### src/sv/md5id_pkg.sv
// ----------------------------------------------------------------------------
// md5id_pkg
// Shared types, constants and step tables for the iterated MD5 digest block.
// ----------------------------------------------------------------------------
package md5id_pkg;

    localparam int MD5ID_ITERATIONS_DEFAULT = 50;
    localparam int MD5ID_STEPS              = 64;
    localparam int MD5ID_WORD_W             = 32;
    localparam int MD5ID_WORDS              = 4;
    localparam int MD5ID_TDATA_W            = MD5ID_WORD_W * MD5ID_WORDS;

    localparam logic [31:0] MD5ID_IV_A = 32'h67452301;
    localparam logic [31:0] MD5ID_IV_B = 32'hefcdab89;
    localparam logic [31:0] MD5ID_IV_C = 32'h98badcfe;
    localparam logic [31:0] MD5ID_IV_D = 32'h10325476;

    // Fixed padding of the single 64-byte block: the pad bit in word 4 and
    // the bit length (128) in word 14.
    localparam logic [3:0]  MD5ID_PAD_IDX = 4'd4;
    localparam logic [3:0]  MD5ID_LEN_IDX = 4'd14;
    localparam logic [31:0] MD5ID_PAD_WORD = 32'h00000080;
    localparam logic [31:0] MD5ID_LEN_WORD = 32'd128;

    localparam logic [1:0] MD5ID_ROUND_F = 2'd0;
    localparam logic [1:0] MD5ID_ROUND_G = 2'd1;
    localparam logic [1:0] MD5ID_ROUND_H = 2'd2;
    localparam logic [1:0] MD5ID_ROUND_I = 2'd3;

    // Chaining value plus the four variable message words.
    typedef struct packed {
        logic [3:0][31:0] m;
        logic [31:0]      a;
        logic [31:0]      b;
        logic [31:0]      c;
        logic [31:0]      d;
    } t_md5id_data;

    function automatic logic [31:0] step_const(input int i);
        logic [31:0] k;
        case (i)
            0:  k = 32'hd76aa478;  1: k = 32'he8c7b756;  2: k = 32'h242070db;
            3:  k = 32'hc1bdceee;  4: k = 32'hf57c0faf;  5: k = 32'h4787c62a;
            6:  k = 32'ha8304613;  7: k = 32'hfd469501;  8: k = 32'h698098d8;
            9:  k = 32'h8b44f7af; 10: k = 32'hffff5bb1; 11: k = 32'h895cd7be;
            12: k = 32'h6b901122; 13: k = 32'hfd987193; 14: k = 32'ha679438e;
            15: k = 32'h49b40821; 16: k = 32'hf61e2562; 17: k = 32'hc040b340;
            18: k = 32'h265e5a51; 19: k = 32'he9b6c7aa; 20: k = 32'hd62f105d;
            21: k = 32'h02441453; 22: k = 32'hd8a1e681; 23: k = 32'he7d3fbc8;
            24: k = 32'h21e1cde6; 25: k = 32'hc33707d6; 26: k = 32'hf4d50d87;
            27: k = 32'h455a14ed; 28: k = 32'ha9e3e905; 29: k = 32'hfcefa3f8;
            30: k = 32'h676f02d9; 31: k = 32'h8d2a4c8a; 32: k = 32'hfffa3942;
            33: k = 32'h8771f681; 34: k = 32'h6d9d6122; 35: k = 32'hfde5380c;
            36: k = 32'ha4beea44; 37: k = 32'h4bdecfa9; 38: k = 32'hf6bb4b60;
            39: k = 32'hbebfbc70; 40: k = 32'h289b7ec6; 41: k = 32'heaa127fa;
            42: k = 32'hd4ef3085; 43: k = 32'h04881d05; 44: k = 32'hd9d4d039;
            45: k = 32'he6db99e5; 46: k = 32'h1fa27cf8; 47: k = 32'hc4ac5665;
            48: k = 32'hf4292244; 49: k = 32'h432aff97; 50: k = 32'hab9423a7;
            51: k = 32'hfc93a039; 52: k = 32'h655b59c3; 53: k = 32'h8f0ccc92;
            54: k = 32'hffeff47d; 55: k = 32'h85845dd1; 56: k = 32'h6fa87e4f;
            57: k = 32'hfe2ce6e0; 58: k = 32'ha3014314; 59: k = 32'h4e0811a1;
            60: k = 32'hf7537e82; 61: k = 32'hbd3af235; 62: k = 32'h2ad7d2bb;
            63: k = 32'heb86d391;
            default: k = '0;
        endcase
        return k;
    endfunction

    function automatic logic [4:0] rot_amount(input int i);
        logic [3:0] idx;
        logic [4:0] s;
        idx = {2'(i / 16), 2'(i & 3)};
        case (idx)
            4'd0:  s = 5'd7;   4'd1:  s = 5'd12;  4'd2:  s = 5'd17;  4'd3:  s = 5'd22;
            4'd4:  s = 5'd5;   4'd5:  s = 5'd9;   4'd6:  s = 5'd14;  4'd7:  s = 5'd20;
            4'd8:  s = 5'd4;   4'd9:  s = 5'd11;  4'd10: s = 5'd16;  4'd11: s = 5'd23;
            4'd12: s = 5'd6;   4'd13: s = 5'd10;  4'd14: s = 5'd15;  4'd15: s = 5'd21;
            default: s = '0;
        endcase
        return s;
    endfunction

    // Message word index used by a given step.
    function automatic logic [3:0] msg_index(input int i);
        logic [3:0] g;
        case (2'(i / 16))
            MD5ID_ROUND_F: g = 4'(i & 15);
            MD5ID_ROUND_G: g = 4'((1 + 5 * i) & 15);
            MD5ID_ROUND_H: g = 4'((5 + 3 * i) & 15);
            MD5ID_ROUND_I: g = 4'((7 * i) & 15);
            default:       g = '0;
        endcase
        return g;
    endfunction

    function automatic logic [31:0] msg_word(input logic [3:0][31:0] m,
                                             input logic [3:0] g);
        logic [31:0] w;
        case (g)
            4'd0:          w = m[0];
            4'd1:          w = m[1];
            4'd2:          w = m[2];
            4'd3:          w = m[3];
            MD5ID_PAD_IDX: w = MD5ID_PAD_WORD;
            MD5ID_LEN_IDX: w = MD5ID_LEN_WORD;
            default:       w = '0;
        endcase
        return w;
    endfunction

    function automatic logic [31:0] round_func(input logic [1:0] rnd,
                                               input logic [31:0] b,
                                               input logic [31:0] c,
                                               input logic [31:0] d);
        logic [31:0] f;
        case (rnd)
            MD5ID_ROUND_F: f = d ^ (b & (c ^ d));
            MD5ID_ROUND_G: f = c ^ (d & (b ^ c));
            MD5ID_ROUND_H: f = b ^ c ^ d;
            MD5ID_ROUND_I: f = c ^ (b | ~d);
            default:       f = '0;
        endcase
        return f;
    endfunction

    function automatic logic [31:0] rotl32(input logic [31:0] x, input logic [4:0] s);
        logic [63:0] t;
        t = {x, x} << s;
        return t[63:32];
    endfunction

endpackage

### src/sv/md5id_outq.sv
// ----------------------------------------------------------------------------
// md5id_outq
// Two-entry output queue; the pipeline advances while an entry is free.
// ----------------------------------------------------------------------------
module md5id_outq (
    input  logic                                i_clk,
    input  logic                                i_rst_n,
    input  logic                                i_valid,
    input  logic [md5id_pkg::MD5ID_TDATA_W-1:0] i_data,
    output logic                                o_ready,
    output logic                                o_tvalid,
    input  logic                                i_tready,
    output logic [md5id_pkg::MD5ID_TDATA_W-1:0] o_tdata
);
    import md5id_pkg::*;

    logic [1:0]               r_cnt;
    logic [1:0]               n_cnt;
    logic [MD5ID_TDATA_W-1:0] r_q0;
    logic [MD5ID_TDATA_W-1:0] r_q1;
    logic [MD5ID_TDATA_W-1:0] n_q0;
    logic [MD5ID_TDATA_W-1:0] n_q1;
    logic                     w_push;
    logic                     w_pop;

    assign o_ready  = (r_cnt != 2'd2);
    assign o_tvalid = (r_cnt != 2'd0);
    assign o_tdata  = r_q0;
    assign w_push   = i_valid && o_ready;
    assign w_pop    = o_tvalid && i_tready;

    always_comb begin
        n_cnt = r_cnt;
        n_q0  = r_q0;
        n_q1  = r_q1;
        if (w_push && !w_pop) begin
            n_cnt = r_cnt + 2'd1;
            if (r_cnt == 2'd0) begin
                n_q0 = i_data;
            end else begin
                n_q1 = i_data;
            end
        end else if (w_pop && !w_push) begin
            n_cnt = r_cnt - 2'd1;
            n_q0  = r_q1;
        end else if (w_pop && w_push) begin
            // head leaves, new transaction takes its place behind any second entry
            if (r_cnt == 2'd1) begin
                n_q0 = i_data;
            end else begin
                n_q0 = r_q1;
                n_q1 = i_data;
            end
        end
    end

    always_ff @(posedge i_clk) begin
        if (!i_rst_n) begin
            r_cnt <= 2'd0;
        end else begin
            r_cnt <= n_cnt;
        end
    end

    always_ff @(posedge i_clk) begin
        r_q0 <= n_q0;
        r_q1 <= n_q1;
    end

endmodule

### config.mk
export PLATFORM = sky130hd
export DESIGN_NAME = md5id_outq
export DESIGN_NICKNAME = d
export VERILOG_FILES = /design/src/sv/md5id_pkg.sv /design/src/sv/md5id_outq.sv
export SDC_FILE = /design/constraint.sdc
export NUM_CORES = 1
export LEC_CHECK = 0
export BUFFER_PORTS_ARGS = -buffer_cell sky130_fd_sc_hd__buf_2
export CORE_MARGIN = 10
export CORE_UTILIZATION = 52
export DETAILED_ROUTE_END_ITERATION = 10
export PLACE_DENSITY = 0.86
export SKIP_CTS_REPAIR_TIMING = 1
export SYNTH_ARGS = -nofsm -noshare
export SYNTH_HDL_FRONTEND = slang
export SYNTH_SLANG_ARGS = --single-unit
### constraint.sdc
create_clock -name i_clk -period 15.6 [get_ports i_clk]
set_input_delay 3.12 -clock i_clk [delete_from_list [all_inputs] [get_ports i_clk]]
set_output_delay 3.12 -clock i_clk [all_outputs]
set_load 0.01 [all_outputs]
# Yosys cells after proc, flatten, opt, wreduce, memory -nomap -nowiden
# Index checks and enable logic that the tools add are counted.
# W data, S select, Z words.
[totals]
ff_bits = 258
output_inout_bits = 130
[classes]
addsub = 2
eq_ne = 6
muxes = 12
n_reduce_logical = 14
[op_table]
columns = ["op", "count"]
rows = [
  ["$mux W128", 10],
  ["$ne A2 B2 Y1 const B", 4],
  ["$reduce_bool A2 Y1", 3],
  ["$logic_and A1 B1 Y1", 5],
  ["$mux W2", 2],
  ["$reduce_and A4 Y1", 1],
  ["$reduce_bool A3 Y1", 1],
  ["$add A2 B1 Y2 const B", 1],
  ["$eq A2 B1 Y1 const B", 1],
  ["$logic_not A1 Y1", 2],
  ["$logic_not A2 Y1", 1],
  ["$ne A2 B1 Y1 const B", 1],
  ["$reduce_and A2 Y1", 1],
  ["$sub A2 B1 Y2 const B", 1],
]

# Depth between registers and ports, before layout
# Gate-level depths: netlist (run 1).
[logic_depth]
word_depth = 6
depth_mapped = 11

# Worst setup path before layout (run 1)
# No wires, ideal clock.
[synth_path]
path_type = "input -> register"
start = "input i_valid"
end = "register r_q0[0], in the netlist o_tdata[0] (enable)"
setup_time_ns = 0.792
arrival_time_ns = 12.144
required_time_ns = 14.808
path_slack_ns = 2.664
cell_stages = 2
path_cell_list = "nand2_1 > o21ai_0"
[synth_between]
elab_chain_len = 5
elab_cells_between_ends = 8
[synth_lines]
columns = ["element", "line", "source"]
rows = [
  ["from (decl)", "md5id_outq.sv:8", "input logic i_valid,"],
  ["$logic_and A1 B1 Y1 *", "md5id_outq.sv:29", "assign w_push = i_valid && o_ready;"],
  ["$logic_not A1 Y1", "md5id_outq.sv:43", "end else if (w_pop && !w_push) begin"],
  ["$logic_and A1 B1 Y1", "md5id_outq.sv:43", ""],
  ["$reduce_bool A3 Y1 (no line)", "--", ""],
  ["$reduce_and A2 Y1 (no line) *", "--", ""],
  ["to (signal assigned)", "md5id_outq.sv:66", "r_q0 <= n_q0;"],
  ["to (decl)", "md5id_outq.sv:19", "logic [MD5ID_TDATA_W-1:0] r_q0;"],
]
# Every way passes the cells marked *; elsewhere a longest branch is shown, timed or not.
# A chain may end at the register's enable or synchronous reset.

# Worst setup path after layout (run 1)
[layout_path]
start = "input i_tready"
end = "register r_q0[126], in the netlist o_tdata[126], data pin"
[layout_between]
elab_chain_len = 4
elab_cells_between_ends = 6
[layout_lines]
columns = ["element", "line", "source"]
rows = [
  ["from (decl)", "md5id_outq.sv:12", "input logic i_tready,"],
  ["$logic_and A1 B1 Y1 *", "md5id_outq.sv:30", "assign w_pop = o_tvalid && i_tready;"],
  ["$logic_and A1 B1 Y1 or $logic_not A1 Y1 (tied branches)", "md5id_outq.sv:43, md5id_outq.sv:36", ""],
  ["$mux W128 or $logic_and A1 B1 Y1 (tied branches)", "md5id_outq.sv:43, md5id_outq.sv:36", ""],
  ["$mux W128 *", "md5id_outq.sv:36", "if (w_push && !w_pop) begin"],
  ["via n_q0[126]", "md5id_outq.sv:21", "logic [MD5ID_TDATA_W-1:0] n_q0;"],
]
# The timed path passes the listed nets; every way through them passes the cells marked *.

==> results.toml, run 1 <==
[status]
status = "finished clean"

[synthesis]
synthXorXnorAreaFrac_pct = 0.0919
avgSynthCellArea_um2 = 22.2
synth_cell_types = 16
syn_inst = 430
synth_mux_area_share_pct = 15.1
synth_fa_ha_area_share_pct = 0.919
synth_compound_area_share_pct = 0.407
synth_warnings = 0
synth_simple_gate_area_share_pct = 0.341
synth_seq_cells = 258
synth_top_family_by_area = "multiplexers"
syn_nets = 569
syn_area_mm2 = 0.00953
ys_seq_area_share_pct = 81.1

[timing]
setup_tns_ns = 0
fin_skew_ns = 0.0119
period_share_pct = 31.5
setup_viol = 0
layout_min_cycle_time_ns = 4.92
drv_slew = 0
finalHoldViolations = 0
slew_headroom_pct = 25.5
grt_setup_unrepaired = "no"
fmax_mhz = 203
max_slew.worst_pin.slew_ns = 1.12

[power_and_ir_drop]
cellLeakagePower_nw = 4.55
max-vdd-ir-drop_mv = 0.267
power_density_mw_per_mm2 = 217

[layout]
layout_commonest_cell = "buf_2"
final_area_mm2 = 0.0119
layout_common_cells = "buf_2 (261), edfxtp_1 (256), mux2_2 (128)"
final_util_pct = 66.3
nets = 850
area_delta_synth_final_pct = 25.3
drive_above_1_share_pct = 59.5

[critical_path]
regToRegStartpoint = "r_cnt[0]$_SDFFE_PN0P_"
crit_type = "input port to register"
arrival_ns = 5.18
worst-r2r-cell-count = 10
end_kind = "register"
r2r_end = "o_tdata[126]$_DFFE_PP_"
critPathLaunchType = "input port"
reg2reg_slack_ns = 12.47
path_max_fanout = 76
cp.required_ns = 15.86

[clock_tree]
cts_sinks = 258
clk_pin_slew_ns = 0.06
cts.htree.levels = 1
insertion_delay_ns = 0.51
cts_tree = "done"
cts_buffer_depth = 3
cts_root_buffer = "clkbuf_16"
cts_made_buffers = 26

[min_path]
whs_path_depth = 1
min_to = "o_tdata[97]$_DFFE_PP_"
min_from = "r_q1[97]$_DFFE_PP_"
hold_class = "register to register"

[detailed_routing]
wirelength_mm = 20.6
drtIter0Drc = 221
drc_errors = 0
vias_per_cell = 5.24
dr.pass1.iters = 6
wl_per_cell_um = 21.5
num_vias = 5043
antenna_left = 0

[floorplanning]
die_x_um = 155
core-area_mm2 = 0.0180
initial_core_util_pct = 52.9
rows = 49
ios = 262
die_y_um = 155
die_area_mm2 = 0.0241

[global_route]
grt_pass1_wl_mm = 31.3
grt_pass1_vias = 5578
antenna_found_initial = 5
grt-ovfl-total = 0
track_usage_pct = 16.3
grt_max_degree = 84

[place]
place_area_mm2 = 0.0110
hpwlAfterDp_mm = 14.5
gp_congestion = 0.740
place.port_buffers = 261

[job]
max_cap_viol_count = 0
==> layout make-up <==
| type | instances | area (um^2) |
|---|---|---|
| sequential | 258 | 7730 |
| timing repair buffer | 267 | 1350 |
| clock inverter | 18 | 219 |
| antenna | 2 | 5.00 |
| clock buffer | 30 | 687 |
| multi-input combinational | 150 | 1640 |
| fill | 1229 | 6080 |
| tap | 229 | 287 |
| inverter | 8 | 30.0 |
==> sequential cells by signal, summed over array words and instances (netlist names) <==
name	flops
r_cnt	2
o_tdata	128
r_q1	128
==> kinds of logic (layout without fill, tap and decap cells) <==
logic type                 count (synthesis)  in the layout
DFF                                      258            258
muxes                                    128            128
buffers and inverters                     22            323
and+or+nand+nor                            8              8
adders and majority gates                  7              7
AOI/OAI and AO/OA                          6              6
xor gates and xnor gates                   1              1
other                                      0              2
==> routing by layer <==
metal	GRT usage, %	wire length [um]
met5	0	21
met4	4.37	370
met3	7.09	2210
met2	27.6	10400
met1	18.4	7630
==> critical path, cell delays in order <==
cell	delay, ns
buf_2	0.08
nand2_1	0.13
inv_1	0.12
ha_1	0.22
inv_1	0.09
a21oi_4	0.15
buf_4	0.76
mux2_2	0.43
==> power by group <==
part / internal, W / total (W) / switching, W
sequential: 0.00113 / 0.00120 / 0.0000666
combinational: 0.000299 / 0.000747 / 0.000448
clock: 0.000398 / 0.000646 / 0.000248
total: 0.00183 / 0.00259 / 0.000762
==> metrics by stage <==
| stage | total power (W) | setup slack [ns] | hold slack [ns] | instances |
|---|---|---|---|---|
| 2_1_floorplan | 0.00178 | 2.66 | 0.481 | 430 |
| 3_3_place_gp | 0.00193 | 10.26 | 0.490 | 912 |
| 3_5_place_dp | 0.00198 | 10.17 | 0.532 | 912 |
| 4_1_cts | 0.00263 | 10.70 | 0.538 | 960 |
| 5_1_grt | 0.00272 | 10.58 | 0.540 | 961 |
| 6_report | 0.00259 | 10.68 | 0.538 | 962 |
==> synth_stat cells, drive strengths merged <==
cell type | count | area share (%)
xor2 | 1 | 0.092
nor2 | 3 | 0.12
buf | 14 | 1.7
inv | 8 | 0.32
a21oi | 1 | 0.092
edfxtp | 256 | 81
dfxtp | 2 | 0.42
o21ai | 3 | 0.16
ha | 7 | 0.92
a22oi | 1 | 0.079
and2 | 1 | 0.066
a21boi | 1 | 0.079
mux2 | 128 | 15
nand2 | 4 | 0.16
==> worst max-delay path by stage <==
| stage | startpoint | slack [ns] | end | cells after the start |
|---|---|---|---|---|
| final | i_tready | 10.68 | o_tdata[126]$_DFFE_PP_ | 8 |
| after global routing | i_tready | 10.58 | o_tdata[8]$_DFFE_PP_ | 8 |
| after CTS | i_tready | 10.70 | o_tdata[23]$_DFFE_PP_ | 8 |
| after detailed placement | i_tready | 10.17 | o_tdata[120]$_DFFE_PP_ | 8 |
| after global placement | i_tready | 10.26 | o_tdata[32]$_DFFE_PP_ | 8 |
| after floorplan | i_valid | 2.66 | o_tdata[0]$_DFFE_PP_ | 2 |
Note: power is estimated with default switching activity, not from simulation.
==> run 2: changes to the inputs <==
--- a/config.mk
+++ b/config.mk
@@ -5,6 +5,7 @@
 export SDC_FILE = /design/constraint.sdc
 export NUM_CORES = 1
 export LEC_CHECK = 0
+export ABC_AREA = 1
 export BUFFER_PORTS_ARGS = -buffer_cell sky130_fd_sc_hd__buf_2
 export CORE_MARGIN = 10
 export CORE_UTILIZATION = 52
==> constraint.sdc (replaced) <==
create_clock -name i_clk -period 4.8 [get_ports i_clk]
set_input_delay 0.96 -clock i_clk [delete_from_list [all_inputs] [get_ports i_clk]]
set_output_delay 0.96 -clock i_clk [all_outputs]
set_load 0.01 [all_outputs]
==> results.toml, run 2 <==
[power_and_ir_drop]
cellLeakagePower_nw = 5.21
total_power_w = 0.00920
power_density_mw_per_mm2 = 760
max-vdd-ir-drop_mv = 0.779

[detailed_routing]
wirelength_mm = 23.6
vias_per_cell = 5.23
wl_per_cell_um = 19.1
drtIter0Drc = 511
antenna_left = 0
num_vias = 6452
drc_errors = 0
dr.pass1.iters = 5

[timing]
setup_ws_ns = 1.71
fmax_mhz = 324
grt_setup_unrepaired = "no"
finalHoldViolations = 0
fin_skew_ns = 0.0114
max_slew.worst_pin.slew_ns = 0.973
drv_slew = 0
setup_tns_ns = 0
whs_ns = 0.527
period_share_pct = 64.3
slew_headroom_pct = 34.9
layout_min_cycle_time_ns = 3.09
setup_viol = 0

[floorplanning]
die_area_mm2 = 0.0248
die_x_um = 157
die_y_um = 157
initial_core_util_pct = 52.6
rows = 50
core-area_mm2 = 0.0186
ios = 262

[clock_tree]
cts_made_buffers = 26
cts_root_buffer = "clkbuf_16"
clk_pin_slew_ns = 0.06
cts_tree = "done"
cts_buffer_depth = 3
cts.htree.levels = 1
insertion_delay_ns = 0.52
cts_sinks = 258

[synthesis]
synth_common_cells = "nand2_1 (264), edfxtp_1 (256), nand3_1 (129)"
syn_nets = 863
avgSynthCellArea_um2 = 13.6
synth-main-ff-cell = "edfxtp_1"
synth_seq_cells = 258
ys_seq_area_share_pct = 78.7
syn_inst = 724
synth_edf_count = 256
synthTopCellsByArea = "edfxtp_1 (78%), nand2_1 (10%), nand3_1 (6.6%)"
yosysMostFrequentCell = "nand2_1"
yosys.area.top_type = "edfxtp_1"
synth_top_area_share_pct = 78.3
async_reset_ff_share_pct = 0
synth_cell_types = 13
synth_warnings = 0
syn_area_mm2 = 0.00981

[layout]
drive_above_1_share_pct = 31.1
final_area_mm2 = 0.0121
n_fill_cell = 1346
nets = 1118
layout_common_cells = "nand2_1 (263), buf_2 (261), edfxtp_1 (256)"
area_delta_synth_final_pct = 23.4
layout_commonest_cell = "nand2_1"

[critical_path]
crit_type = "register to register"
arrival_ns = 3.46
critPathLaunchType = "register"
cp.required_ns = 5.18
path_max_fanout = 68
end_kind = "register"

[place]
hpwlAfterDp_mm = 16.0
place.port_buffers = 261
place_area_mm2 = 0.0113
gp_congestion = 0.810
pre_cts_ws_ns = 1.38

[job]
max_cap_viol_count = 0

[global_route]
track_usage_pct = 18.0
grt_max_degree = 84
grt-ovfl-total = 0
grt_pass1_vias = 6451
antenna_found_initial = 4
grt_pass1_wl_mm = 35.1

[status]
status = "finished clean"

[min_path]
hold_class = "register to register"
[run 2: worst paths after layout]
kind	start	slack, ns	endpoint	cells after the start
max	r_cnt[0]$_SDFFE_PN0P_	1.71	o_tdata[60]$_DFFE_PP_	10
max reg2reg	r_cnt[0]$_SDFFE_PN0P_	1.71	o_tdata[60]$_DFFE_PP_	10
min	r_cnt[0]$_SDFFE_PN0P_	0.53	r_cnt[0]$_SDFFE_PN0P_	2
min reg2reg	r_cnt[0]$_SDFFE_PN0P_	0.53	r_cnt[0]$_SDFFE_PN0P_	2
[run 2: cells by family after synthesis]
group | share of synthesized area, %
and+or+nand+nor | 16.9
AOI/OAI and AO/OA | 0.255
adders and majority gates | 0.892
buffers and inverters | 3.26
DFF | 78.7
[run 2: where the power goes]
| part | total (W) | internal, W | switching [W] | leakage, nW |
|---|---|---|---|---|
| Combinational | 0.00304 | 0.000908 | 0.00213 | 2.34 |
| Clock | 0.00195 | 0.00116 | 0.000795 | 0.405 |
| Sequential | 0.00422 | 0.00394 | 0.000274 | 2.47 |
[run 2: metrics by stage]
| stage | std cells | util [%] |
|---|---|---|
| finish | 1233 | 65.0 |
| global route | 1231 | 64.9 |
| CTS | 1230 | 64.9 |
| detailed placement | 1185 | 60.5 |
| global placement | 1185 | 60.5 |
| floorplan | 724 | - |
[run 2: layout make-up]
| class | instances | area, um^2 | area share (%) |
|---|---|---|---|
| tap | 234 | 293 | 2.42 |
| sequential | 258 | 7730 | 63.8 |
| antenna | 3 | 7.51 | 0.0620 |
| clock inverter | 12 | 144 | 1.19 |
| multi-input combinational | 409 | 1800 | 14.8 |
| inverter | 15 | 58.8 | 0.486 |
| timing repair buffer | 269 | 1400 | 11.6 |
| clock buffer | 33 | 677 | 5.59 |
[run 2: metal layers]
metal	global-route usage, %	vias up	part of all wire [%]
met3	5.27	48	8.8
li1	-	3057	-
met2	31.6	303	52
met5	0	-	0.14
met4	5.88	4	2.6
met1	20.6	3040	36
[run 2: critical path: stages, from the launching register on]
cell,delay [ns]
dfxtp_1,0.38
inv_1,0.08
ha_1,0.21
nor2_1,0.21
inv_1,0.14
ha_1,0.25
inv_4,0.07
buf_4,0.53
buf_4,0.71
nand3_1,0.18
nand2_1,0.14
==> run 3: changes to the inputs <==
--- a/config.mk
+++ b/config.mk
@@ -8,9 +8,9 @@
 export ABC_AREA = 1
 export BUFFER_PORTS_ARGS = -buffer_cell sky130_fd_sc_hd__buf_2
 export CORE_MARGIN = 10
-export CORE_UTILIZATION = 52
+export CORE_UTILIZATION = 47
 export DETAILED_ROUTE_END_ITERATION = 10
-export PLACE_DENSITY = 0.86
+export PLACE_DENSITY = 0.82
 export SKIP_CTS_REPAIR_TIMING = 1
 export SYNTH_ARGS = -nofsm -noshare
 export SYNTH_HDL_FRONTEND = slang
==> constraint.sdc (replaced) <==
create_clock -name i_clk -period 2.6 [get_ports i_clk]
set_input_delay 0.52 -clock i_clk [delete_from_list [all_inputs] [get_ports i_clk]]
set_output_delay 0.52 -clock i_clk [all_outputs]
set_load 0.01 [all_outputs]
==> results.toml, run 3 (synthesis results as in run 2) <==
[timing]
fmax_mhz = 469
drv_slew = 0
finalHoldViolations = 0
setup_ws_ns = 0.469
period_share_pct = 82.0
max_slew.worst_pin.slew_ns = 0.561
setup_tns_ns = 0
layout_min_cycle_time_ns = 2.13
slew_headroom_pct = 62.6
grt_setup_unrepaired = "no"
fin_skew_ns = 0.00471
setup_viol = 0

[clock_tree]
insertion_delay_ns = 0.51
cts_tree = "done"
cts_buffer_depth = 3
cts_made_buffers = 26
cts_sinks = 258
clk_pin_slew_ns = 0.06
cts.htree.levels = 1
cts_root_buffer = "clkbuf_16"

[layout]
drive_above_1_share_pct = 33.1
nets = 1121
layout_common_cells = "nand2_1 (262), buf_2 (261), edfxtp_1 (256)"
final_area_mm2 = 0.0123
instances_no_fill = 1273
area_delta_synth_final_pct = 25.5
layout_commonest_cell = "nand2_1"
final_util_pct = 60.5

[detailed_routing]
vias_per_cell = 4.99
drc_errors = 0
num_vias = 6348
dr.pass1.iters = 6
wirelength_mm = 23.2
antenna_left = 0
wl_per_cell_um = 18.2
drtIter0Drc = 468

[global_route]
track_usage_pct = 16.4
grt_max_degree = 108
gr-usage-met2_pct = 28.3
grt_use_met1_pct = 19.6
top_usage_layer = "met2"
antenna_found_initial = 5
grt.met3_usage_pct = 4.13
grt_pass1_wl_mm = 35.4
grt_pass1_vias = 6497
grt-ovfl-total = 0

[critical_path]
arrival_ns = 2.39
r2r_end = "o_tdata[21]$_DFFE_PP_"
crit_family = "buffers and inverters"
cp.required_ns = 2.86
regToRegStartpoint = "r_cnt[0]$_SDFFE_PN0P_"
endpoint = "o_tdata[21]$_DFFE_PP_"
critPathMaxStageDelay_ns = 0.36
crit_path_cell_trace = "inv_2, ha_4, nor2_4, inv_2, ha_1, inv_4, nand2_4, buf_12, nand2_1, nand2_1"
crit_type = "register to register"
critPathSlowestCell = "dfxtp_2"
path_max_fanout = 107
worst-r2r-cell-count = 10
end_kind = "register"
critPathBufInv = 4
cp.depth = 10
crit_start = "r_cnt[0]$_SDFFE_PN0P_"
critPathLaunchType = "register"
reg2reg_slack_ns = 0.47

[power_and_ir_drop]
power_density_mw_per_mm2 = 1390
p_sw_share_pct = 34.5
p_comb_share_pct = 34.2
cellLeakagePower_nw = 5.26
power_frac_seq_pct = 45.2
max-vdd-ir-drop_mv = 0.990
p_switching_w = 0.00593
power.internal_w = 0.0113
clock_power_share_pct = 20.7

[place]
place.port_buffers = 261
post-place-cells = 1224
gp_congestion = 0.779
place_area_mm2 = 0.0115
pre_cts_ws_ns = 0.486
hpwlAfterDp_mm = 15.6

[min_path]
whs_path_depth = 1
hold_class = "input port to register"

[floorplanning]
ios = 262
die_area_mm2 = 0.0271
die_x_um = 165
core-area_mm2 = 0.0204
initial_core_util_pct = 48.2
rows = 52
die_y_um = 165

[status]
status = "finished clean"

[job]
max_cap_viol_count = 0
-- run 3: changes by cell type in the layout (fill, tap and decap cells not counted), moves of 2 or more --
| cell | before | now |
|---|---|---|
| inv_1 | 14 | 6 |
| buf_12 | 3 | 9 |
| inv_2 | 0 | 6 |
| ha_1 | 7 | 3 |
| buf_4 | 5 | 2 |
| clkbuf_1 | 7 | 4 |
| clkinv_1 | 2 | 5 |
| ha_4 | 0 | 3 |
| clkinv_4 | 0 | 2 |
| dfxtp_1 | 2 | 0 |
| dfxtp_2 | 0 | 2 |
-- run 3: per-layer routing --
| metal | wire length (um) | share of wire [%] |
|---|---|---|
| met1 | 8630 | 37 |
| met2 | 12000 | 52 |
| met3 | 1820 | 7.8 |
| met4 | 715 | 3.1 |
| met5 | 27 | 0.12 |
-- run 3: layout make-up --
type / instances / area [um^2]
Tap cell: 270 / 338
Clock buffer: 31 / 691
Clock inverter: 15 / 126
Antenna cell: 3 / 7.51
Inverter: 15 / 66.3
Timing Repair Buffer: 272 / 1500
Multi-Input combinational cell: 409 / 1860
Fill cell: 1557 / 8050
Sequential cell: 258 / 7730
-- run 3: worst min-delay path by stage --
| stage | from | slack, ns | endpoint |
|---|---|---|---|
| floorplan | r_cnt[0]$_SDFFE_PN0P_ | 0.46 | r_cnt[0]$_SDFFE_PN0P_ |
| global placement | r_cnt[0]$_SDFFE_PN0P_ | 0.47 | r_cnt[0]$_SDFFE_PN0P_ |
| detailed placement | r_cnt[0]$_SDFFE_PN0P_ | 0.49 | r_cnt[0]$_SDFFE_PN0P_ |
| CTS | i_data[67] | 0.17 | r_q1[67]$_DFFE_PP_ |
| global route | i_data[8] | 0.17 | r_q1[8]$_DFFE_PP_ |
| finish | i_data[110] | 0.20 | r_q1[110]$_DFFE_PP_ |
-- run 3: worst register-to-register path: cells and delay by family (launching register included) --
kind	cells	cell delay, ns
buffers and inverters	4	0.54
and+or+nand+nor	4	0.59
adders and majority gates	2	0.40
DFF	1	0.36
-- run 3: power groups by stage --
stage          registers [W]  clock network (W)  logic [W]
3_5_place_dp         0.00783                  0    0.00597
3_3_place_gp         0.00779                  0    0.00580
2_1_floorplan        0.00849                  0    0.00304
4_1_cts              0.00777            0.00364    0.00599
5_1_grt              0.00790            0.00383    0.00654
6_report             0.00776            0.00355    0.00587
-- run 3: metrics by stage --
stage          total power, W  hold WS, ns
2_1_floorplan          0.0115        0.464
3_3_place_gp           0.0136        0.472
3_5_place_dp           0.0138        0.488
4_1_cts                0.0174        0.170
5_1_grt                0.0183        0.170
6_report               0.0172        0.198
